File: config.mk
export PLATFORM = sky130hd
export DESIGN_NAME = per_source_request_limiter
export DESIGN_NICKNAME = d
export VERILOG_FILES = /design/src/rtl/core/plr_pkg.sv /design/src/rtl/core/plr_ram.sv /design/src/rtl/core/per_source_request_limiter.sv
export SDC_FILE = /design/constraint.sdc
export NUM_CORES = 1
export LEC_CHECK = 0
export BUFFER_PORTS_ARGS = -buffer_cell sky130_fd_sc_hd__clkbuf_2
export CAP_MARGIN = 25
export CORE_ASPECT_RATIO = 1.75
export CORE_MARGIN = 5
export CORE_UTILIZATION = 58
export CTS_BUF_LIST = sky130_fd_sc_hd__clkbuf_4
export DETAILED_ROUTE_END_ITERATION = 12
export PLACE_DENSITY_LB_ADDON = 0.2
export RECOVER_POWER = 25
export SYNTH_ARGS = -nofsm -noshare
export SYNTH_HDL_FRONTEND = slang
export SYNTH_SLANG_ARGS = --single-unit
File: constraint.sdc
create_clock -name clk -period 5.4 [get_ports clk]
set_input_delay 0.54 -clock clk [delete_from_list [all_inputs] [get_ports clk]]
set_output_delay 0.54 -clock clk [all_outputs]
set_load 0.1 [all_outputs]
File: src/rtl/core/plr_pkg.sv
package plr_pkg;

  // Default table geometry
  localparam int TableEntriesDef = 16;
  localparam int CountBitsDef    = 16;

  // Field widths of the ports
  localparam int AddrBits  = 32;
  localparam int LimitBits = 16;
  localparam int PriorBits = 16;

  // request_limit after reset
  localparam logic [LimitBits-1:0] LimitReset = 16'd3;

endpackage

File: src/rtl/core/plr_ram.sv
// Generic single-write, single-read RAM with registered read data
module plr_ram #(
  parameter int WIDTH = 16,
  parameter int DEPTH = 16,
  localparam int ADDR_BITS = (DEPTH > 1) ? $clog2(DEPTH) : 1
) (
  input  logic                 clk,
  input  logic                 wr_en,
  input  logic [ADDR_BITS-1:0] wr_addr,
  input  logic [WIDTH-1:0]     wr_data,
  input  logic                 rd_en,
  input  logic [ADDR_BITS-1:0] rd_addr,
  output logic [WIDTH-1:0]     rd_data
);

  logic [WIDTH-1:0] mem [DEPTH];

  // write port
  always_ff @(posedge clk) begin
    if (wr_en) begin
      mem[wr_addr] <= wr_data;
    end
  end

  // read port, data held until the next read
  always_ff @(posedge clk) begin
    if (rd_en) begin
      rd_data <= mem[rd_addr];
    end
  end

endmodule

File: src/rtl/core/per_source_request_limiter.sv
// Per-source request limiter. Each input transaction carries one source
// address; the block looks it up in a table of TABLE_ENTRIES entries and
// returns one result transaction: the count of earlier requests from that
// source (0 for a new source), whether the source was found, and a ban flag
// set when that prior count is at least request_limit. Found entries count
// up and saturate; new sources replace entries in round-robin order. A
// request is matched against the address registers and the count memory
// read when it is accepted in IDLE; in UPDATE the updated count is written
// back and the result register loaded. The input is stalled during UPDATE,
// which is held while a previous result is still stalled at the output.
// request_limit is written through cfg_write / cfg_data and
// resets to 3; a limit of 0 bans every request.
module per_source_request_limiter #(
  parameter int TABLE_ENTRIES = plr_pkg::TableEntriesDef,
  parameter int COUNT_BITS    = plr_pkg::CountBitsDef
) (
  input  logic                          clk,
  input  logic                          rst,
  // request channel
  input  logic                          in_valid,
  output logic                          in_stall,
  input  logic [plr_pkg::AddrBits-1:0]  source_address,
  // result channel
  output logic                          out_valid,
  input  logic                          out_stall,
  output logic                          banned,
  output logic [plr_pkg::PriorBits-1:0] prior_count,
  output logic                          table_hit,
  // configuration
  input  logic                          cfg_write,
  input  logic [plr_pkg::LimitBits-1:0] cfg_data
);

  localparam int IDX_BITS = (TABLE_ENTRIES > 1) ? $clog2(TABLE_ENTRIES) : 1;
  localparam int CMP_BITS = (COUNT_BITS > plr_pkg::LimitBits) ?
                            COUNT_BITS : plr_pkg::LimitBits;
  localparam logic [IDX_BITS-1:0] LAST_IDX = IDX_BITS'(TABLE_ENTRIES - 1);

  typedef enum logic {
    IDLE,
    UPDATE
  } state_t;

  state_t                         state;
  logic [plr_pkg::LimitBits-1:0]  request_limit;
  logic [TABLE_ENTRIES-1:0]       entry_valid;
  logic [plr_pkg::AddrBits-1:0]   entry_address [TABLE_ENTRIES];
  logic [IDX_BITS-1:0]            insert_pointer;

  // lookup stage registers
  logic                           lk_hit;
  logic [IDX_BITS-1:0]            lk_idx;
  logic [plr_pkg::AddrBits-1:0]   lk_addr;

  logic                           in_accept;
  logic                           update_go;
  logic                           match_hit;
  logic [IDX_BITS-1:0]            match_idx;
  logic [COUNT_BITS-1:0]          count_rd;
  logic [COUNT_BITS-1:0]          prior;
  logic [COUNT_BITS-1:0]          count_next;
  logic [CMP_BITS-1:0]            prior_ext;
  logic                           ram_we;
  logic [IDX_BITS-1:0]            ram_waddr;
  logic [COUNT_BITS-1:0]          ram_wdata;

  assign in_stall  = (state != IDLE);
  assign in_accept = in_valid && !in_stall;
  assign update_go = (state == UPDATE) && (!out_valid || !out_stall);

  // parallel address match, lowest valid entry wins
  always_comb begin
    match_hit = 1'b0;
    match_idx = '0;
    for (int i = TABLE_ENTRIES - 1; i >= 0; i--) begin
      if (entry_valid[i] && (entry_address[i] == source_address)) begin
        match_hit = 1'b1;
        match_idx = IDX_BITS'(i);
      end
    end
  end

  // count memory, read on accept, written in the update cycle
  plr_ram #(
    .WIDTH (COUNT_BITS),
    .DEPTH (TABLE_ENTRIES)
  ) u_count_ram (
    .clk     (clk),
    .wr_en   (ram_we),
    .wr_addr (ram_waddr),
    .wr_data (ram_wdata),
    .rd_en   (in_accept),
    .rd_addr (match_idx),
    .rd_data (count_rd)
  );

  // count update, saturating
  always_comb begin
    prior      = lk_hit ? count_rd : '0;
    count_next = (count_rd == '1) ? count_rd : count_rd + COUNT_BITS'(1);
    prior_ext  = CMP_BITS'(prior);
    ram_we     = update_go;
    ram_waddr  = lk_hit ? lk_idx : insert_pointer;
    ram_wdata  = lk_hit ? count_next : COUNT_BITS'(1);
  end

  // lookup stage payload
  always_ff @(posedge clk) begin
    if (in_accept) begin
      lk_hit  <= match_hit;
      lk_idx  <= match_idx;
      lk_addr <= source_address;
    end
  end

  // address store, replaced on a miss
  always_ff @(posedge clk) begin
    if (update_go && !lk_hit) begin
      entry_address[insert_pointer] <= lk_addr;
    end
  end

  // control, table marks and result register
  always_ff @(posedge clk) begin
    if (rst) begin
      state          <= IDLE;
      request_limit  <= plr_pkg::LimitReset;
      entry_valid    <= '0;
      insert_pointer <= '0;
      out_valid      <= 1'b0;
    end else begin
      if (cfg_write) begin
        request_limit <= cfg_data;
      end
      if (out_valid && !out_stall && !update_go) begin
        out_valid <= 1'b0;
      end
      unique case (state)
        IDLE: begin
          if (in_accept) begin
            state <= UPDATE;
          end
        end
        UPDATE: begin
          if (update_go) begin
            state       <= IDLE;
            out_valid   <= 1'b1;
            table_hit   <= lk_hit;
            banned      <= (prior_ext >= CMP_BITS'(request_limit));
            prior_count <= (prior_ext > CMP_BITS'({plr_pkg::PriorBits{1'b1}})) ?
                           {plr_pkg::PriorBits{1'b1}} :
                           plr_pkg::PriorBits'(prior_ext);
            if (!lk_hit) begin
              entry_valid[insert_pointer] <= 1'b1;
              insert_pointer <= (insert_pointer == LAST_IDX) ?
                                '0 : insert_pointer + IDX_BITS'(1);
            end
          end
        end
        default: begin
          state <= IDLE;
        end
      endcase
    end
  end

endmodule
==> results of run 1 <==
## power groups by stage
stage / Combinational (uW) / Sequential, uW / Clock, uW
4_1_cts: 936 / 7620 / 5000
2_1_floorplan: 440 / 7780 / 0
6_report: 940 / 7620 / 4920
3_5_place_dp: 908 / 7770 / 0
5_1_grt: 963 / 7620 / 5370
3_3_place_gp: 846 / 7790 / 0
## flip-flops by register name, summed over array words and instances (netlist names)
signal and cells:
entry_address 512, u_count_ram.rd_data 16, in_stall 1, lk_idx 4, table_hit 1, out_valid 1
entry_valid 16, prior_count 16, lk_hit 1, u_count_ram.mem 256, request_limit 16, insert_pointer 4
banned 1, lk_addr 32
## Yosys cell counts (all sizes together), types with 18 or more instances
cell / number
dfxtp: 38
buf: 98
nor3b: 18
o21ai: 19
nor2: 187
a21oi: 42
o211ai: 35
mux2i: 128
xnor2: 174
nor3: 49
xor2: 349
nand3: 34
ha: 21
nand2: 217
nor4b: 30
nor4: 136
or4: 21
a22o: 64
inv: 48
clkbuf: 51
nand4: 113
edfxtp: 839
and2: 24
nor2b: 21
## routing by layer
metal / GRT usage / vias to the layer above / routed length (um)
met5: 0 / - / 0
met4: 0.2608 / 0 / 11460
met2: 0.5890 / 1564 / 63900
li1: - / 11420 / -
met1: 0.3557 / 13130 / 40010
met3: 0.06386 / 520 / 10250
## through the flow
step                      instances  cell area [um2]
after global routing           4207            44120
after detailed placement       3821            41600
after floorplan                2864            39560
after global placement         3813            41380
final                          4209            44120
after CTS                      4199            44350
## worst min-delay path: stages
cell      delay, ns
clkbuf_2       0.33
nand2_1        0.15
o211ai_1       0.08
## placed cells by master (no fill, tap or decap), types with 41 or more instances in the layout
cell           Yosys  routed
dlygate4sd3_1      0      41
nor3_1            49      45
edfxtp_1         839     839
mux2i_1          128     128
clkbuf_1          51      60
nand2_1          217     216
clkbuf_4           0     256
a22o_1            64      64
xor2_1           349     349
buf_4             24     103
nor2_1           187     165
xnor2_1          174     174
nor4_1           136     136
nand4_1          113     113
a21oi_1           42      42
clkinv_1           1      49
inv_1             48      48
## cell families (layout without fill, tap and decap cells)
logic type               count (synthesis)  count (layout)  synth area share
AND/OR/NAND/NOR                        896             896            0.1205
flip-flops                             877             877            0.6562
XOR/XNOR                               523             523            0.1158
AO/OA/AOI/OAI                          221             221           0.04160
buffers and inverters                  198             643           0.02692
multiplexers                           128             128           0.03239
adder cells (fa/ha/maj)                 21              21          0.006643
other                                    0               4                 0
## final cells by class
type	count	area share
Antenna cell	4	0.0002268
Clock buffer	256	0.04355
Clock inverter	81	0.009528
Inverter	49	0.004168
Multi-Input combinational cell	1789	0.2867
Sequential cell	877	0.5882
Tap cell	896	0.02541
Timing Repair Buffer	257	0.04219
## path summary, 6_finish.rpt
check | to | start | slack (ns)
worst min register to register | request_limit[1]$_SDFFE_PP1P_ | request_limit[1]$_SDFFE_PP1P_ | 0.49
worst max register to register | u_count_ram.rd_data[2]$_DFFE_PP_ | entry_address[12][1]$_DFFE_PP_ | 1.32
worst max-delay path | u_count_ram.rd_data[13]$_DFFE_PP_ | source_address[6] | 0.73
worst min-delay path | request_limit[1]$_SDFFE_PP1P_ | cfg_write | 0.15
==> results.tsv, run 1 <==
metric	value	unit
grt_overflow	0	
cts_sinks	877	
synth_edf_count	839	
outcome	finished with violations	
internal-power	10140	uW
synth_cell_types	59	
cts_tree	built	
grt_pass1_wl	179600	um
clkSlewWorstSetupHoldPaths	0.07	ns
cp_cell_sequence	clkbuf_1, xor2_1, nor3_1, nand3_1, or4_1, nand4_1, o221a_4, buf_12, mux2i_1, nor2_1, mux2i_1, a22oi_1, nand2_1	
utilization	0.6524	
power_frac_seq	0.565	
cap_violations	24	
first_pass_iters	5	
async_flop_share	0	
slew_viol_final	358	
cp.depth	13	
cp_slowest_cell	clkbuf_1	
power.switching	3340	uW
worstPathArrival	5.42	ns
port_buffers	72	
track_usage	0.3363	
synth.largest_area_cell	edfxtp_1	
drive_gt1_frac	0.1490	
pwr_density_cell	305.6	nW/um2
cts_buffer_depth	3	
fin_skew	0.06813	ns
wl_per_cell	29.84	um
crit_type	in -> reg	
syn_inst	2864	
rsz0062_at_grt	false	
hold_violations	0	
die_height	355.5	um
finalSetupTns	0	ns
leakage	0.01538	uW
ios	73	
rows	126	
pre_cts_ws	0.4433	ns
cpPeakStageDelay	1.46	ns
holdPathStages	3	
power.total	13480	uW
layout.nets	3237	
fin_crit_sh	0.8652	
fin_crit	4.672	ns
start_util	0.5849	
die_w	207.4	um
reg2reg_depth	12	
path_max_fanout	42	
critPathLaunchType	input pin	
syn_area	39560	um2
synth.net_count	2938	
crit_family	buffers and inverters	
required	6.15	ns
setup_slack	0.7278	ns
fillCellCount	5031	
avgSynthCellArea	13.81	um2
core_region_area	67630	um2
drt_wl_total	125600	um
viasPerCell	6.326	
violations	max-capacitance violations, max-slew violations	
worst_path_most_repeated_cell	mux2i_1	
via_count	26630	
tightest_slew	2.377	ns
clock_power_share	0.365	
ff_latch_area	25950	um2
cp_num_buf_inv	2	
postCtsSetupBuffers	0	
drc	0	
numCtsBuffers	189	
ys_warn_count	0	
synth_ff_type	edfxtp_1	
multi_input_area	12650	um2
cp-end-kind	flip-flop	
area.growth.synth_to_final	11.55	%
htreeDepth	4	
antenna_found_initial	6	
dp_hpwl	83310	um
hold_buffers	41	
cts_resized	0	
swShare	0.2477	
clock_latency	1.04	ns
drt_iter0_drc	2778	
slew_headroom	-0.5845	
max_freq	214.0	MHz
grt_pass1_vias	27460	
die_area	73730	um2
ant_nets	0	
grt_max_degree	65	
clockRootBuffer	clkbuf_4	
yosysSeqAreaShare	0.6562	
synth_top_area_frac	0.6369	
setup_viol	0	
synthTopCellsByArea	edfxtp_1, xor2_1, xnor2_1, mux2i_1, nor4_1	
synth_seq_cells	877	
whs	0.1494	ns
peakVddDrop	253.2	uV
place_congestion	1.011	
combPwrFrac	0.070	
min_path_type	in -> reg	
(Power assumes the default switching activity.)
==> run 2: changes to the inputs <==
- clock period: 5.4 -> 5.3 ns (I/O delays scaled with it)
==> run 2 against run 1 <==
Net effect:
- the run still ends with max-capacitance violations, max-slew violations left
- clock-buffer cell count increased by 14
- wire length increased by 0.63%
- clock power increased by 7.1%
- first-iteration DRC count increased by 7.6%
- core utilization about the same
- setup slack got worse by 0.20 ns
- combinational power increased by 2.9%
- critical path depth unchanged
- flip-flop and latch count unchanged
- clock skew increased by 0.0047 ns
- cell count decreased by 0.45%
- largest cell class unchanged
==> results.tsv, run 2 (synthesized netlist as in run 1, its figures left out) <==
metric	value	unit	change
fin_crit	4.772	ns	
core_region_area	67630	um2	unchanged
min_path_type	in -> reg		unchanged
ff_latch_area	25950	um2	unchanged
ios	73		unchanged
clockRootBuffer	clkbuf_4		unchanged
cts_sinks	877		unchanged
die_area	73730	um2	unchanged
finalSetupTns	0	ns	unchanged
final_cell_mix	edfxtp_1, xor2_1, clkbuf_4		unchanged
crit_type	in -> reg		unchanged
internal-power	10580	uW	was 10,140 uW
pwr_density_cell	317.1	nW/um2	was 305.6 nW/um2
cts_buffer_depth	3		unchanged
place_congestion	0.9879		was 1.011
hold_violations	0		unchanged
power.total	13990	uW	was 13,480 uW
power.switching	3412	uW	was 3340 uW
drt_wl_total	126400	um	was 125,600 um
combPwrFrac	0.069		was 0.070
path_max_fanout	34		was 42
tightest_slew	2.120	ns	was 2.377 ns
setup_viol	0		unchanged
via_count	26660		was 26,630
area.growth.synth_to_final	11.54	%	was 11.55%
clock_latency	0.99	ns	was 1.04 ns
critPathLaunchType	input pin		unchanged
cts_resized	0		unchanged
grt_pass1_vias	26880		was 27,460
slew_headroom	-0.4130		was -0.5845
outcome	finished with violations		unchanged
grt_max_degree	67		was 65
cp_cell_sequence	clkbuf_1, xor2_1, nor4_1, nand4_1, or4_1, nand4_1, nor2b_1, o211ai_4, buf_4, and2_1, buf_4, a22oi_1, nand2_1		was clkbuf_1, xor2_1, nor3_1, nand3_1, or4_1, nand4_1, o221a_4, buf_12, mux2i_1, nor2_1, mux2i_1, a22oi_1, nand2_1
cts_tree	built		unchanged
grt_overflow	0		unchanged
die_height	355.5	um	unchanged
dp_hpwl	81630	um	was 83,310 um
drc	0		unchanged
port_buffers	72		unchanged
swShare	0.2439		was 0.2477
max_freq	209.6	MHz	
slew_viol_final	530		was 358
grt_pass1_wl	178600	um	was 179,600 um
ant_nets	0		unchanged
rows	126		unchanged
fin_skew	0.07286	ns	was 0.06813 ns
viasPerCell	6.363		was 6.326
cap_violations	36		was 24
cp-end-kind	flip-flop		unchanged
violations	max-capacitance violations, max-slew violations		unchanged
htreeDepth	4		unchanged
wl_per_cell	30.17	um	was 29.84 um
leakage	0.01537	uW	was 0.01538 uW
start_util	0.5849		unchanged
peakVddDrop	229.6	uV	was 253.2 uV
layout.nets	3210		was 3,237
drive_gt1_frac	0.1530		was 0.1490
track_usage	0.3357		was 0.3363
clock_power_share	0.377		was 0.365
first_pass_iters	9		was 5
multi_input_area	12660	um2	was 12,650 um2
largest_register_ffs	512		unchanged
cpPeakStageDelay	1.38	ns	was 1.46 ns
rsz0062_at_grt	false		unchanged
top_register	entry_address		unchanged
layout_commonest_cell	edfxtp_1		unchanged
fillCellCount	5035		was 5,031
drt_iter0_drc	2988		was 2,778
die_w	207.4	um	unchanged
numCtsBuffers	191		was 189
top_regs	entry_address x512, u_count_ram.mem x256, lk_addr x32		unchanged
antenna_found_initial	5		was 6
cp_slowest_cell	clkbuf_1		unchanged
worstPathArrival	5.43	ns	was 5.42 ns
clkSlewWorstSetupHoldPaths	0.07	ns	about the same
required	5.96	ns	was 6.15 ns
power_frac_seq	0.554		was 0.565
fin_crit_sh	0.9003		
## run 2: cell types whose count changed in the layout (fill, tap and decap cells not counted), moves of 3 or more
cell,before,now
buf_4,103,96
clkbuf_4,256,270
buf_16,0,5
clkinv_2,24,15
clkbuf_1,60,53
bufinv_16,3,6
dlygate4sd3_1,41,18
clkbuf_2,39,42
## run 2: worst max-delay path, delay by kind of cell
family,cells,cell delay (ns)
buffers and inverters,3,1.89
XOR/XNOR,1,0.33
AO/OA/AOI/OAI,2,0.45
AND/OR/NAND/NOR,7,2.20
## run 2: timing repair
item / 4_1_cts / 5_1_grt
endpoints found under the hold margin: 18 / 0
endpoints found under the setup margin: 0 / 0
hold buffers: 18 / 0
setup buffers: 0 / 0
## run 2: metal layers
metal	share of wire	wire, um	global-route usage
met1	0.33	41780	0.3772
met5	0	0	0
met4	0.091	11480	0.2432
met2	0.49	62540	0.5791
met3	0.084	10610	0.05505
## run 2: worst paths after layout
path / start / to / slack (ns) / depth (start not counted)
worst max-delay path: source_address[9] / u_count_ram.rd_data[2]$_DFFE_PP_ / 0.53 / 13
worst min-delay path: rst / entry_valid[14]$_SDFFE_PP0P_ / 0.21 / 3
worst max register to register: entry_address[12][4]$_DFFE_PP_ / u_count_ram.rd_data[2]$_DFFE_PP_ / 1.11 / 12
worst min register to register: lk_addr[6]$_DFFE_PP_ / entry_address[8][6]$_DFFE_PP_ / 0.44 / 0
## run 2: through the flow
| stage | instance area [um2] | utilization | setup WS [ns] | hold slack [ns] | instances |
|---|---|---|---|---|---|
| floorplan | 39560 | - | 0.8628 | 0.4244 | 2864 |
| global placement | 41300 | 0.6106 | 0.5112 | 0.4355 | 3804 |
| detailed placement | 41610 | 0.6153 | 0.4520 | 0.4367 | 3817 |
| CTS | 44290 | 0.6548 | 1.235 | 0.07586 | 4180 |
| global route | 44110 | 0.6522 | 0.5683 | 0.1827 | 4186 |
| finish | 44120 | 0.6523 | 0.5282 | 0.2132 | 4190 |
## run 2: final cells by class
cell class	instances	share of cell area
Clock buffer	270	0.04594
Inverter	49	0.004169
Antenna cell	6	0.0003403
Timing Repair Buffer	228	0.03837
Multi-Input combinational cell	1789	0.2869
Clock inverter	75	0.01058
Sequential cell	877	0.5883
Tap cell	896	0.02541
## run 2: power groups by stage
stage / Combinational, uW / Sequential [uW] / Clock, uW
CTS: 957 / 7750 / 5360
global placement: 868 / 7930 / 0
floorplan: 449 / 7930 / 0
detailed placement: 943 / 7900 / 0
finish: 967 / 7750 / 5270
global route: 988 / 7750 / 5720
